[src/design/npor_pkg.sv]
// Shared constants and types for the nibble-pair overwriting ring buffer.
// Used by npor_ctrl and nibble_pair_overwrite_ring_buffer; depends on nothing.
package npor_pkg;

    localparam int RING_DEPTH = 4096;
    localparam int PTR_W      = $clog2(RING_DEPTH);
    localparam int FILL_W     = 13;
    localparam int NIB_W      = 4;
    localparam int BYTE_W     = 8;

    localparam logic CMD_NIBBLE = 1'b0;
    localparam logic CMD_POP    = 1'b1;

    // Memory requests and result flags for one accepted beat
    typedef struct packed {
        logic              wr_en;
        logic [PTR_W-1:0]  wr_addr;
        logic [BYTE_W-1:0] wr_data;
        logic              rd_en;
        logic [PTR_W-1:0]  rd_addr;
        logic              pop_hit;
        logic              stored;
        logic              overwrote;
        logic [FILL_W-1:0] fill;
    } npor_op_t;

endpackage

[src/design/npor_ctrl.sv]
// Pointer, full-mark and nibble-pairing state of the ring buffer.
// Issues the ring memory request for each accepted beat; uses npor_pkg.
module npor_ctrl
    import npor_pkg::*;
(
    input  logic             aclk,
    input  logic             aresetn,
    input  logic             accept,
    input  logic             cmd,
    input  logic [NIB_W-1:0] nibble,
    output npor_op_t         op
);

    localparam logic [PTR_W-1:0] LAST_IDX = PTR_W'(RING_DEPTH - 1);
    localparam logic [PTR_W:0]   DEPTH_W  = (PTR_W + 1)'(RING_DEPTH);

    logic [PTR_W-1:0] rd_ptr_reg, rd_ptr_next;
    logic [PTR_W-1:0] wr_ptr_reg, wr_ptr_next;
    logic             full_reg, full_next;
    logic             half_due_reg, half_due_next;
    logic [NIB_W-1:0] held_nib_reg, held_nib_next;
    logic [PTR_W-1:0] rd_adv, wr_adv;
    logic [PTR_W:0]   level;

    assign rd_adv = (rd_ptr_reg == LAST_IDX) ? '0 : rd_ptr_reg + 1'b1;
    assign wr_adv = (wr_ptr_reg == LAST_IDX) ? '0 : wr_ptr_reg + 1'b1;

    always_comb begin
        rd_ptr_next   = rd_ptr_reg;
        wr_ptr_next   = wr_ptr_reg;
        full_next     = full_reg;
        half_due_next = half_due_reg;
        held_nib_next = held_nib_reg;
        op            = '0;
        op.wr_addr    = wr_ptr_reg;
        op.wr_data    = {held_nib_reg, nibble};
        op.rd_addr    = rd_ptr_reg;
        if (accept) begin
            if (cmd == CMD_POP) begin
                if (full_reg || (rd_ptr_reg != wr_ptr_reg)) begin
                    op.rd_en    = 1'b1;
                    op.pop_hit  = 1'b1;
                    rd_ptr_next = rd_adv;
                    full_next   = 1'b0;
                end
            end else if (!half_due_reg) begin
                held_nib_next = nibble;
                half_due_next = 1'b1;
            end else begin
                half_due_next = 1'b0;
                op.wr_en      = 1'b1;
                op.stored     = 1'b1;
                wr_ptr_next   = wr_adv;
                if (full_reg) begin
                    // drop the oldest byte
                    rd_ptr_next  = rd_adv;
                    op.overwrote = 1'b1;
                end else if (rd_ptr_reg == wr_adv) begin
                    full_next = 1'b1;
                end
            end
        end
        if (full_next) begin
            level = DEPTH_W;
        end else if (wr_ptr_next >= rd_ptr_next) begin
            level = {1'b0, wr_ptr_next} - {1'b0, rd_ptr_next};
        end else begin
            level = {1'b0, wr_ptr_next} + (DEPTH_W - {1'b0, rd_ptr_next});
        end
        op.fill = FILL_W'(level);
    end

    always_ff @(posedge aclk) begin
        if (!aresetn) begin
            rd_ptr_reg   <= '0;
            wr_ptr_reg   <= '0;
            full_reg     <= 1'b0;
            half_due_reg <= 1'b0;
            held_nib_reg <= '0;
        end else begin
            rd_ptr_reg   <= rd_ptr_next;
            wr_ptr_reg   <= wr_ptr_next;
            full_reg     <= full_next;
            half_due_reg <= half_due_next;
            held_nib_reg <= held_nib_next;
        end
    end

endmodule

[config.mk]
export PLATFORM = sky130hd
export DESIGN_NAME = npor_ctrl
export DESIGN_NICKNAME = d
export VERILOG_FILES = /design/src/design/npor_pkg.sv /design/src/design/npor_ctrl.sv
export SDC_FILE = /design/constraint.sdc
export NUM_CORES = 1
export LEC_CHECK = 0
export BUFFER_PORTS_ARGS = -buffer_cell sky130_fd_sc_hd__clkbuf_2
export CORE_MARGIN = 2
export CORE_UTILIZATION = 53
export CTS_CLUSTER_DIAMETER = 100
export DETAILED_ROUTE_END_ITERATION = 16
export PLACE_DENSITY = 0.82
export SETUP_SLACK_MARGIN = 0.02
export SYNTH_ARGS = -nofsm -noshare
export SYNTH_HDL_FRONTEND = slang
export SYNTH_SLANG_ARGS = --single-unit
[constraint.sdc]
create_clock -name aclk -period 6.45 [get_ports aclk]
set_input_delay 0.645 -clock aclk [delete_from_list [all_inputs] [get_ports aclk]]
set_output_delay 0.645 -clock aclk [all_outputs]
set_load 0.05 [all_outputs]
=== Word level (Yosys, flattened, before mapping) ===
Cells that the tools add are included.

* Output and inout bits: 50
* Register bits after elaboration: 30
* Word-level logic and storage cells: 49

* Reduce and logical (&&, ||, !) cells: 3
* Equal/unequal tests: 4
* Order comparisons: 1
* $add $sub $neg: 5
* Muxes and demuxes: 29
* Bitwise gates (word level): 2

{| class="wikitable"
|+ Operators by type and width
! cell !! number
|-
| $mux 12 || 10
|-
| $mux 13 || 2
|-
| $add 12x1->12 const B || 2
|-
| $eq 12x12->1 const B || 2
|-
| $mux 1 || 14
|-
| $add 12x13->13 || 1
|-
| $sub 12x12->13 || 1
|-
| $sub 13x12->13 const A || 1
|-
| $eq 12x12->1 || 1
|-
| $ge 12x12->1 || 1
|-
| $ne 12x12->1 || 1
|-
| $mux 2 || 2
|-
| $mux 3 || 1
|-
| $reduce_and 3->1 || 1
|-
| $not 1->1 || 2
|-
| $reduce_and 2->1 || 1
|-
| $logic_or 1x1->1 || 1
|}

=== Depth between registers and ports, before layout ===
Gate-level depths: netlist of run 1.

* Word-level depth: 10
* Depth in mapped cells: 18
* Mapped depth without buffers: 17

=== Least setup slack after synthesis of run 1 ===
OpenSTA, ideal clock, no wires.

* Kind: input-to-output
* Start: input cmd
* End: output op[12] (netlist bit)
* Arrival: 4.981 ns
* Path buffers: 1
* Setup slack: 0.824 ns
* Stages on the path: 17
* Data required time: 5.805 ns
* Cell sequence: inv_1 -> nand3_1 -> clkinv_1 -> and2_1 -> a31o_2 -> buf_2 -> o21ai_0 -> inv_1 -> ha_1 -> nor2b_1 -> o211ai_1 -> a31oi_1 -> a41o_1 -> a41oi_1 -> xor2_1 -> nand4_1 -> o21bai_1

{| class="wikitable"
|+ RTL lines
! element !! line !! source
|-
| from (decl) || npor_ctrl.sv:9 || <nowiki>input logic cmd,</nowiki>
|-
| to (decl) || npor_ctrl.sv:11 || <nowiki>output npor_op_t op</nowiki>
|}

==> impl_metrics.json, run 1 <==
{
  "status": "completed",
  "vdd.ir_drop.worst_mv": 0.0783,
  "n_antenna_cell": 0,
  "setup_failing_eps_final": 0,
  "worst-setup-path-type": "input port to primary output",
  "final_common_cell": "clkbuf_2",
  "cts_made_buffers": 5,
  "cts_root_buf": "clkbuf_8",
  "synth.net_count": 366,
  "fillers": 493,
  "initialDrtViolationCount": 184,
  "synthesis.area_um2": 2840,
  "netlist.top_cell.by_area": "dfxtp_1",
  "worst_slew_pin_slew_ns": 0.504,
  "top_signal_layer_used": "met4",
  "fp.dieH_um": 77.2,
  "synth.ff_latch_count": 30,
  "die_x_um": 77.2,
  "switching_share": 0.286,
  "ant_nets": 0,
  "initial_utilization": 0.552,
  "timing.max_cap.violations": 0,
  "synth-warning-count": 0,
  "pin_count": 58,
  "core.rowCount": 26,
  "avgSynthCellArea_um2": 8.25,
  "drt_first_pass_iters": 6,
  "wl_met2_mm": 3.55,
  "post-route-util": 0.607,
  "fp.dieArea_um2": 5950,
  "worst_setup_path_start_kind": "input port",
  "wl_mm": 7.18,
  "detailroute.wirelength.met3_um": 478,
  "cts_tree": "yes",
  "net_switching_component_of_the_power_mw": 0.116,
  "grt_setup_unrepaired": "false",
  "ys_seq_area_frac": 0.212,
  "cellLeakagePower_nw": 1.39,
  "synthFlopType": "dfxtp_1",
  "layout-drive-gt1-share": 0.253,
  "mostFrequentLayoutCells": "57 x clkbuf_2, 30 x dfxtp_1, 25 x nand2_1",
  "finalHoldViolations": 0,
  "post_drt_wl_per_cell_um": 15.8,
  "detail_route.wirelength.met1_mm": 3.04,
  "synthesis.instances": 344,
  "cp_cell_sequence": "clkbuf_2, inv_1, nand3_1, clkinv_1, and2_1, a31o_2, o21ai_0, inv_1, ha_1, nor2b_1, o211ai_1, a31oi_1, a41o_1, nor2_1, nor4bb_1, nor3_1, a21oi_2, clkbuf_2",
  "grt_max_degree": 31,
  "layout.nets": 404,
  "timing.hold.worst.class": "flip-flop to flip-flop",
  "synth_cell_type_count": 74,
  "cellInternalPower_mw": 0.289,
  "worst_slew_margin_relative_to_its_limit": 0.660,
  "per_cell_via_count_in_the_routed_design": 5.87,
  "hold_slack_ns": 0.527,
  "multi_input_comb_area_um2": 2020,
  "final_clock_period_utilization_by_the_worst_path": 0.846,
  "grt_pass1_wl_mm": 11.7,
  "grt_pass1_vias": 2462,
  "tns_ns": 0,
  "timing.final.max_slew_violations": 0,
  "synth_top_area_frac": 0.212,
  "timing.critical_path.required_ns": 5.80,
  "worstPathArrival_ns": 4.81,
  "holdBufCountCts": 0,
  "crit_path_max_fanout": 11,
  "clk_path_buf_depth": 2,
  "globalRouteOverflowTotal": 0,
  "gpl_wtd_cong": 0.903,
  "regArea_um2": 601,
  "critPathCaptureType": "primary output",
  "hpwl_mm": 5.52,
  "vias": 2659,
  "post-cts-setup-buffer-count": 0,
  "floorplan.core_area_um2": 5140,
  "p_seq_frac": 0.467,
  "period_minus_ws_final_ns": 5.46,
  "cts_resized": 0,
  "hp-start": "held_nib_reg[3]",
  "cts_num_sinks": 30,
  "detail_route.drc_violations": 0,
  "fin_skew_ns": 0.00596,
  "globalRouteTotalUtil": 0.242,
  "regToRegStartpoint": "wr_ptr_reg[0]",
  "power_density_nw_per_um2": 130,
  "synth.top_cells.by_area": "dfxtp_1 21%, xor2_1 6.8%, ha_1 5.7%",
  "clock_insertion_delay_worst_skew_ns": 0.29,
  "critical_path.max_stage_delay_ns": 0.44,
  "crit_start": "cmd",
  "syn2layout_area_growth_pct": 9.97,
  "share_of_synthesized_registers_carrying_an_async_set_or_reset": 0,
  "cts.reportedPaths.clkPinSlew_ns": 0.07,
  "pwr-share-comb": 0.138,
  "cp_slowest_cell": "o21ai_0",
  "achievable-frequency_ghz": 0.183,
  "ctsHtreeMaxLevel": 2,
  "synth-edff-count": 0,
  "number_of_antenna_violations_at_the_first_check_in_global_routing": 0,
  "buffer_ports.inserted": 57,
  "power_frac_clock": 0.395
}
-- worst paths after layout --
path | to | slack [ns] | depth (start not counted)
max reg2reg | full_reg | 3.49 | 9
max | op[11] | 0.99 | 18
min | held_nib_reg[3] | 0.53 | 2
min reg2reg | held_nib_reg[3] | 0.53 | 2
-- cell families (layout without fill, tap and decap cells) --
logic type	count (synthesis)	in the layout	synth area share
and+or+nand+nor	156	156	0.341
AOI/OAI and AO/OA	65	65	0.163
xor gates and xnor gates	35	35	0.111
buffers and inverters	35	74	0.0759
DFF	30	30	0.212
adders and majority gates	15	15	0.0679
muxes	8	8	0.0304
-- layout make-up --
type,instances,area share
clock inverter,1,0.00160
sequential,30,0.193
inverter,9,0.0108
tap,70,0.0281
multi-input combinational,279,0.648
timing repair buffer,57,0.0915
clock buffer,7,0.0277
-- Yosys cell counts (4+ instances only) --
cell,number
a21o_1,4
a21oi_1,11
and2_1,18
and3_1,7
buf_2,6
buf_4,7
clkbuf_1,6
clkbuf_8,4
dfxtp_1,30
ha_1,13
inv_1,8
mux2i_1,6
nand2_1,25
nand3_1,14
nand4_1,7
nor2_1,12
nor2_2,8
nor2b_1,22
nor3_1,13
o21ai_0,19
xnor2_1,12
xor2_1,22
-- worst max-delay path, delay by kind of cell --
family          cells  cell delay (ns)
compound gates      6             1.49
simple gates        6             1.44
buf+inv             5             0.90
fa+ha+maj           1             0.32
-- power by group through the flow --
stage | clock (mW) | combinational (mW) | sequential [mW]
floorplan | 0 | 0.0407 | 0.198
global placement | 0 | 0.0551 | 0.193
detailed placement | 0 | 0.0556 | 0.193
CTS | 0.160 | 0.0558 | 0.189
global route | 0.166 | 0.0593 | 0.189
finish | 0.160 | 0.0557 | 0.189
-- metrics by stage --
stage	instances	setup slack [ns]	area [µm²]	total power, mW
detailed placement	445	1.04	3030	0.249
floorplan	344	0.824	2840	0.239
finish	453	0.991	3120	0.405
CTS	453	1.03	3120	0.405
global route	453	0.593	3120	0.414
global placement	445	1.26	3030	0.248
-- layer usage --
layer,vias to the layer above,GRT usage
li1,1296,-
met1,1254,0.313
met2,97,0.406
met3,12,0.0400
met4,0,0.0821
met5,-,0
Power figures use the tool's default switching activity.
==> run 2, diff against run 1 <==
Clock period 6.45 ns to 5.4 ns, I/O delays scaled along.
==> run 2 against run 1 <==
Net effect:
- global-route usage rose by 2.1 points
- register-to-register slack worse by 1.1 ns
- non-clock buffer count rose by 6
- critical path type is now flip-flop to primary output
- sequential cell count is the same
- clock power is 21% higher
- cell area increased by 1.7%
- first-iteration DRC count rose by 80%
- setup slack got worse by 0.65 ns
- combinational power increased by 23%
- utilization grew 1.0 points
- largest cell class unchanged
- via count up 3.5%
- routed wire length up 5.1%
==> impl_metrics.json, run 2 (synthesis gave the netlist of run 1 again) <==
{
  "status": "completed",
  "pin_count": 58,
  "cts_num_sinks": 30,
  "detail_route.drc_violations": 0,
  "power_frac_clock": 0.397,
  "cts.reportedPaths.clkPinSlew_ns": 0.07,
  "finalHoldViolations": 0,
  "total_power_mw": 0.487,
  "vias": 2751,
  "timing.critical_path.required_ns": 4.86,
  "setup_slack_ns": 0.337,
  "wl_mm": 7.54,
  "pwr-share-comb": 0.140,
  "globalRouteTotalUtil": 0.263,
  "gpl_wtd_cong": 0.894,
  "layout-drive-gt1-share": 0.270,
  "fp.dieArea_um2": 5950,
  "ant_nets": 0,
  "cp_cell_sequence": "xor2_1, nor4_2, nand4_1, a31o_2, nand4_1, xor2_1, ha_1, or3_1, o21ai_0, a31oi_1, a41o_1, nor2_1, nor4bb_1, nor3_1, a21oi_2, clkbuf_2",
  "crit_start": "wr_ptr_reg[9]",
  "pre_cts_slack_ns": 0.546,
  "grt_max_degree": 31,
  "floorplan.core_area_um2": 5140,
  "switching_share": 0.290,
  "critPathCaptureType": "primary output",
  "worst-setup-path-type": "flip-flop to primary output",
  "vdd.ir_drop.worst_mv": 0.0826,
  "cts_resized": 0,
  "cts_tree": "yes",
  "timing.hold.worst.class": "flip-flop to flip-flop",
  "number_of_antenna_violations_at_the_first_check_in_global_routing": 0,
  "cts_root_buf": "clkbuf_8",
  "cellInternalPower_mw": 0.346,
  "initialDrtViolationCount": 332,
  "achievable-frequency_ghz": 0.197,
  "die_x_um": 77.2,
  "gr-usage-met3": 0.0424,
  "worst_hold_path.num_cells": 2,
  "regArea_um2": 601,
  "tns_ns": 0,
  "globalRouteOverflowTotal": 0,
  "worstPathArrival_ns": 4.52,
  "grt-busiest-layer": "met2",
  "core.rowCount": 26,
  "post-cts-setup-buffer-count": 0,
  "reg2reg_setup_slack_ns": 2.38,
  "post-route-util": 0.617,
  "multi_input_comb_area_um2": 2030,
  "gr-usage-met1": 0.342,
  "buffer_ports.inserted": 57,
  "timing.max_cap.violations": 0,
  "crit_path_max_fanout": 10,
  "p_seq_frac": 0.462,
  "grt_pass1_vias": 2564,
  "holdBufCountCts": 0,
  "setup_failing_eps_final": 0,
  "fin_skew_ns": 0.00574,
  "worst_setup_path_start_kind": "flip-flop",
  "timing.reg2reg.worst_path_depth": 9,
  "worst_slew_pin_slew_ns": 0.507,
  "clock_insertion_delay_worst_skew_ns": 0.29,
  "hold_slack_ns": 0.524,
  "grt_setup_unrepaired": "false",
  "grt_pass1_wl_mm": 12.6,
  "post_drt_wl_per_cell_um": 16.4,
  "clk_path_buf_depth": 2,
  "syn2layout_area_growth_pct": 11.9,
  "layout.nets": 410,
  "fp.dieH_um": 77.2,
  "critical_path.max_stage_delay_ns": 0.58,
  "mostFrequentLayoutCells": "57 x clkbuf_2, 30 x dfxtp_1, 25 x nand2_1",
  "worst_slew_margin_relative_to_its_limit": 0.659,
  "regToRegStartpoint": "wr_ptr_reg[0]",
  "initial_utilization": 0.552,
  "power_density_nw_per_um2": 154,
  "period_minus_ws_final_ns": 5.06,
  "final_clock_period_utilization_by_the_worst_path": 0.938,
  "drt_first_pass_iters": 5,
  "reg2reg_to": "full_reg",
  "cp_slowest_cell": "dfxtp_1",
  "fillers": 482,
  "net_switching_component_of_the_power_mw": 0.142,
  "per_cell_via_count_in_the_routed_design": 5.99,
  "ctsHtreeMaxLevel": 2,
  "final_common_cell": "clkbuf_2",
  "hp-start": "held_nib_reg[3]",
  "timing.final.max_slew_violations": 0,
  "cts_made_buffers": 5,
  "n_antenna_cell": 0,
  "grt.met2_usage": 0.420,
  "cellLeakagePower_nw": 1.43,
  "worstHoldEndpoint": "held_nib_reg[3]",
  "hpwl_mm": 5.74
}
run 2: power by group through the flow:
stage	sequential (mW)	clock, mW	combinational, mW
2_1_floorplan	0.236	0	0.0487
3_3_place_gp	0.230	0	0.0670
3_5_place_dp	0.230	0	0.0678
4_1_cts	0.225	0.195	0.0681
5_1_grt	0.226	0.205	0.0725
6_report	0.225	0.194	0.0683
run 2: layer usage:
metal	vias to the layer above	wire length (µm)
li1	1308	-
met2	131	3600
met1	1284	3150
met5	-	0
met4	0	264
met3	28	528
run 2: worst max-delay path: cells and delay by family (launching register included):
| family | cells | cell delay, ns |
|---|---|---|
| flops | 1 | 0.58 |
| buf+inv | 1 | 0.28 |
| simple gates | 7 | 1.70 |
| xor+xnor | 2 | 0.39 |
| fa+ha+maj | 1 | 0.33 |
| compound gates | 5 | 0.96 |
run 2: how the worst max path moves through the flow:
stage                     endpoint
after detailed placement    op[11]
final                       op[11]
after CTS                   op[11]
after global routing        op[11]
after floorplan             op[11]
after global placement      op[11]
run 2: final cells by class:
class / instances / share of cell area
flip-flops and latches: 30 / 0.189
clock buffers: 7 / 0.0272
multi-input cells: 279 / 0.640
repair buffers: 63 / 0.104
inverters: 9 / 0.0106
clock inverters: 1 / 0.00158
well taps: 70 / 0.0276
run 2: stage by stage:
stage	instance area, µm²	instances
global route	3170	459
global placement	3080	451
finish	3170	459
detailed placement	3080	451
CTS	3170	459
floorplan	2840	344
==> run 3, diff against run 2 <==
==> constraint.sdc (replaced) <==
create_clock -name aclk -period 5.4 [get_ports aclk]
set_input_delay 0 -clock aclk [delete_from_list [all_inputs] [get_ports aclk]]
set_output_delay 0 -clock aclk [all_outputs]
set_load 0.05 [all_outputs]
==> run 3 against run 2 <==
Net effect:
- utilization shrank 1.0 points
- clock skew shrank 0.0028 ns
- die area unchanged
- largest power group unchanged
- highest routed layer unchanged
- total power down 1.0%
- sequential power about the same
==> impl_metrics.json, run 3 (synthesis gave the netlist of run 1 again) <==
{
  "grt_pass1_wl_mm": 12.1,
  "regToRegStartpoint": "wr_ptr_reg[0]",
  "worstHoldEndpoint": "held_nib_reg[1]",
  "post_drt_wl_per_cell_um": 16.1,
  "final_clock_period_utilization_by_the_worst_path": 0.864,
  "crit_top_cell": "nor3_1",
  "timing.reg2reg.worst_path_depth": 9,
  "per_cell_via_count_in_the_routed_design": 5.89,
  "worst-setup-path-type": "flip-flop to primary output",
  "cts_made_buffers": 5,
  "floorplan.core_area_um2": 5140,
  "grt_max_degree": 31,
  "period_minus_ws_final_ns": 4.67,
  "drt_first_pass_iters": 4,
  "status": "completed",
  "reg2reg_setup_slack_ns": 2.45,
  "power_density_nw_per_um2": 155,
  "hp-start": "nibble[1]",
  "reg2reg_to": "full_reg",
  "worst_setup_path_start_kind": "flip-flop",
  "n_antenna_cell": 0,
  "ant_nets": 0,
  "core.rowCount": 26,
  "worst_hold_path.num_cells": 3,
  "pin_count": 58,
  "clock_insertion_delay_worst_skew_ns": 0.28,
  "critPathCaptureType": "primary output",
  "hpwl_mm": 5.61,
  "worst_slew_margin_relative_to_its_limit": 0.668,
  "vdd.ir_drop.worst_mv": 0.0874,
  "layout-drive-gt1-share": 0.253,
  "fin_skew_ns": 0.00292,
  "vias": 2667,
  "timing.hold.worst.class": "input port to flip-flop",
  "wl_mm": 7.30,
  "syn2layout_area_growth_pct": 9.97,
  "fp.dieArea_um2": 5950,
  "grt_setup_unrepaired": "false",
  "post-cts-setup-buffer-count": 0,
  "cts_resized": 0,
  "setup_failing_eps_final": 0,
  "ctsHtreeMaxLevel": 2,
  "mostFrequentLayoutCells": "57 x clkbuf_2, 30 x dfxtp_1, 25 x nand2_1",
  "cts_root_buf": "clkbuf_8",
  "fp.dieH_um": 77.2,
  "initial_utilization": 0.552,
  "globalRouteTotalUtil": 0.250,
  "clk_path_buf_depth": 2,
  "achievable-frequency_ghz": 0.214,
  "worstPathArrival_ns": 4.67,
  "cellLeakagePower_nw": 1.39,
  "initialDrtViolationCount": 220,
  "number_of_antenna_violations_at_the_first_check_in_global_routing": 0,
  "holdBufCountCts": 0,
  "timing.final.max_slew_violations": 0,
  "layout.nets": 404,
  "die_x_um": 77.2,
  "gpl_wtd_cong": 0.925,
  "crit_start": "wr_ptr_reg[4]",
  "tns_ns": 0,
  "globalRouteOverflowTotal": 0,
  "cts.reportedPaths.clkPinSlew_ns": 0.06,
  "finalHoldViolations": 0,
  "timing.critical_path.required_ns": 5.40,
  "cts_tree": "yes",
  "final_common_cell": "clkbuf_2",
  "worst_slew_pin_slew_ns": 0.494,
  "crit_path_max_fanout": 10,
  "detail_route.drc_violations": 0,
  "cts_num_sinks": 30,
  "hold_slack_ns": 0.00776,
  "buffer_ports.inserted": 57,
  "critical_path.max_stage_delay_ns": 0.53,
  "grt_pass1_vias": 2526,
  "cp_slowest_cell": "dfxtp_1",
  "cp_cell_sequence": "xor2_1, nor3_1, nand4_1, a31o_2, o21ai_0, inv_1, ha_1, nor2b_1, o211ai_1, a31oi_1, a41o_1, nor2_1, nor4bb_1, nor3_1, a21oi_2, clkbuf_2",
  "timing.max_cap.violations": 0
}
-- run 3: cell count changes in the layout (fill, tap and decap cells not counted) --
cell	before	now
o21ai_0	18	19
o21bai_2	1	0
o31ai_1	2	3
buf_4	6	0
o21bai_1	0	1
o31ai_2	1	0
o21ai_1	1	0
-- run 3: how the worst max path moves through the flow --
stage	endpoint	depth (start not counted)	slack [ns]
after detailed placement	op[11]	16	1.10
after global routing	op[11]	16	0.44
after floorplan	op[12]	16	0.55
final	op[11]	16	0.73
after global placement	op[11]	16	1.18
after CTS	op[11]	16	0.78
-- run 3: cell type report --
class | instances | area (µm²)
clock inverters | 1 | 5.00
inverters | 9 | 33.8
fillers | 495 | 2020
clock buffers | 7 | 86.3
well taps | 70 | 87.6
multi-input cells | 279 | 2020
repair buffers | 57 | 285
flip-flops and latches | 30 | 601
-- run 3: per-stage QoR --
step	power, mW	worst slack, ns	instances	cell area, µm²	utilization
after floorplan	0.285	0.548	344	2840	-
after global placement	0.297	1.18	445	3030	0.589
after detailed placement	0.297	1.10	445	3030	0.589
after CTS	0.484	0.783	453	3120	0.607
after global routing	0.500	0.438	453	3120	0.607
final	0.482	0.733	453	3120	0.607
-- run 3: critical path: cells and delay by family, from the launching register on --
| family | cells | cell delay [ns] |
|---|---|---|
| buffers and inverters | 2 | 0.37 |
| flip-flops | 1 | 0.53 |
| adder cells (fa/ha/maj) | 1 | 0.31 |
| XOR/XNOR | 1 | 0.18 |
| AND/OR/NAND/NOR | 6 | 1.52 |
| AO/OA/AOI/OAI | 6 | 1.46 |
-- run 3: where the power goes --
group	total [mW]	switching [mW]	internal, mW
sequential	0.226	0.00208	0.224
clock	0.190	0.0870	0.103
combinational	0.0669	0.0480	0.0189
total	0.482	0.137	0.345
-- run 3: layer usage --
metal / share of wire / vias up / GRT usage
li1: - / 1294 / -
met1: 0.43 / 1275 / 0.321
met2: 0.49 / 84 / 0.422
met3: 0.047 / 14 / 0.0341
met4: 0.025 / 0 / 0.100
met5: 0 / - / 0
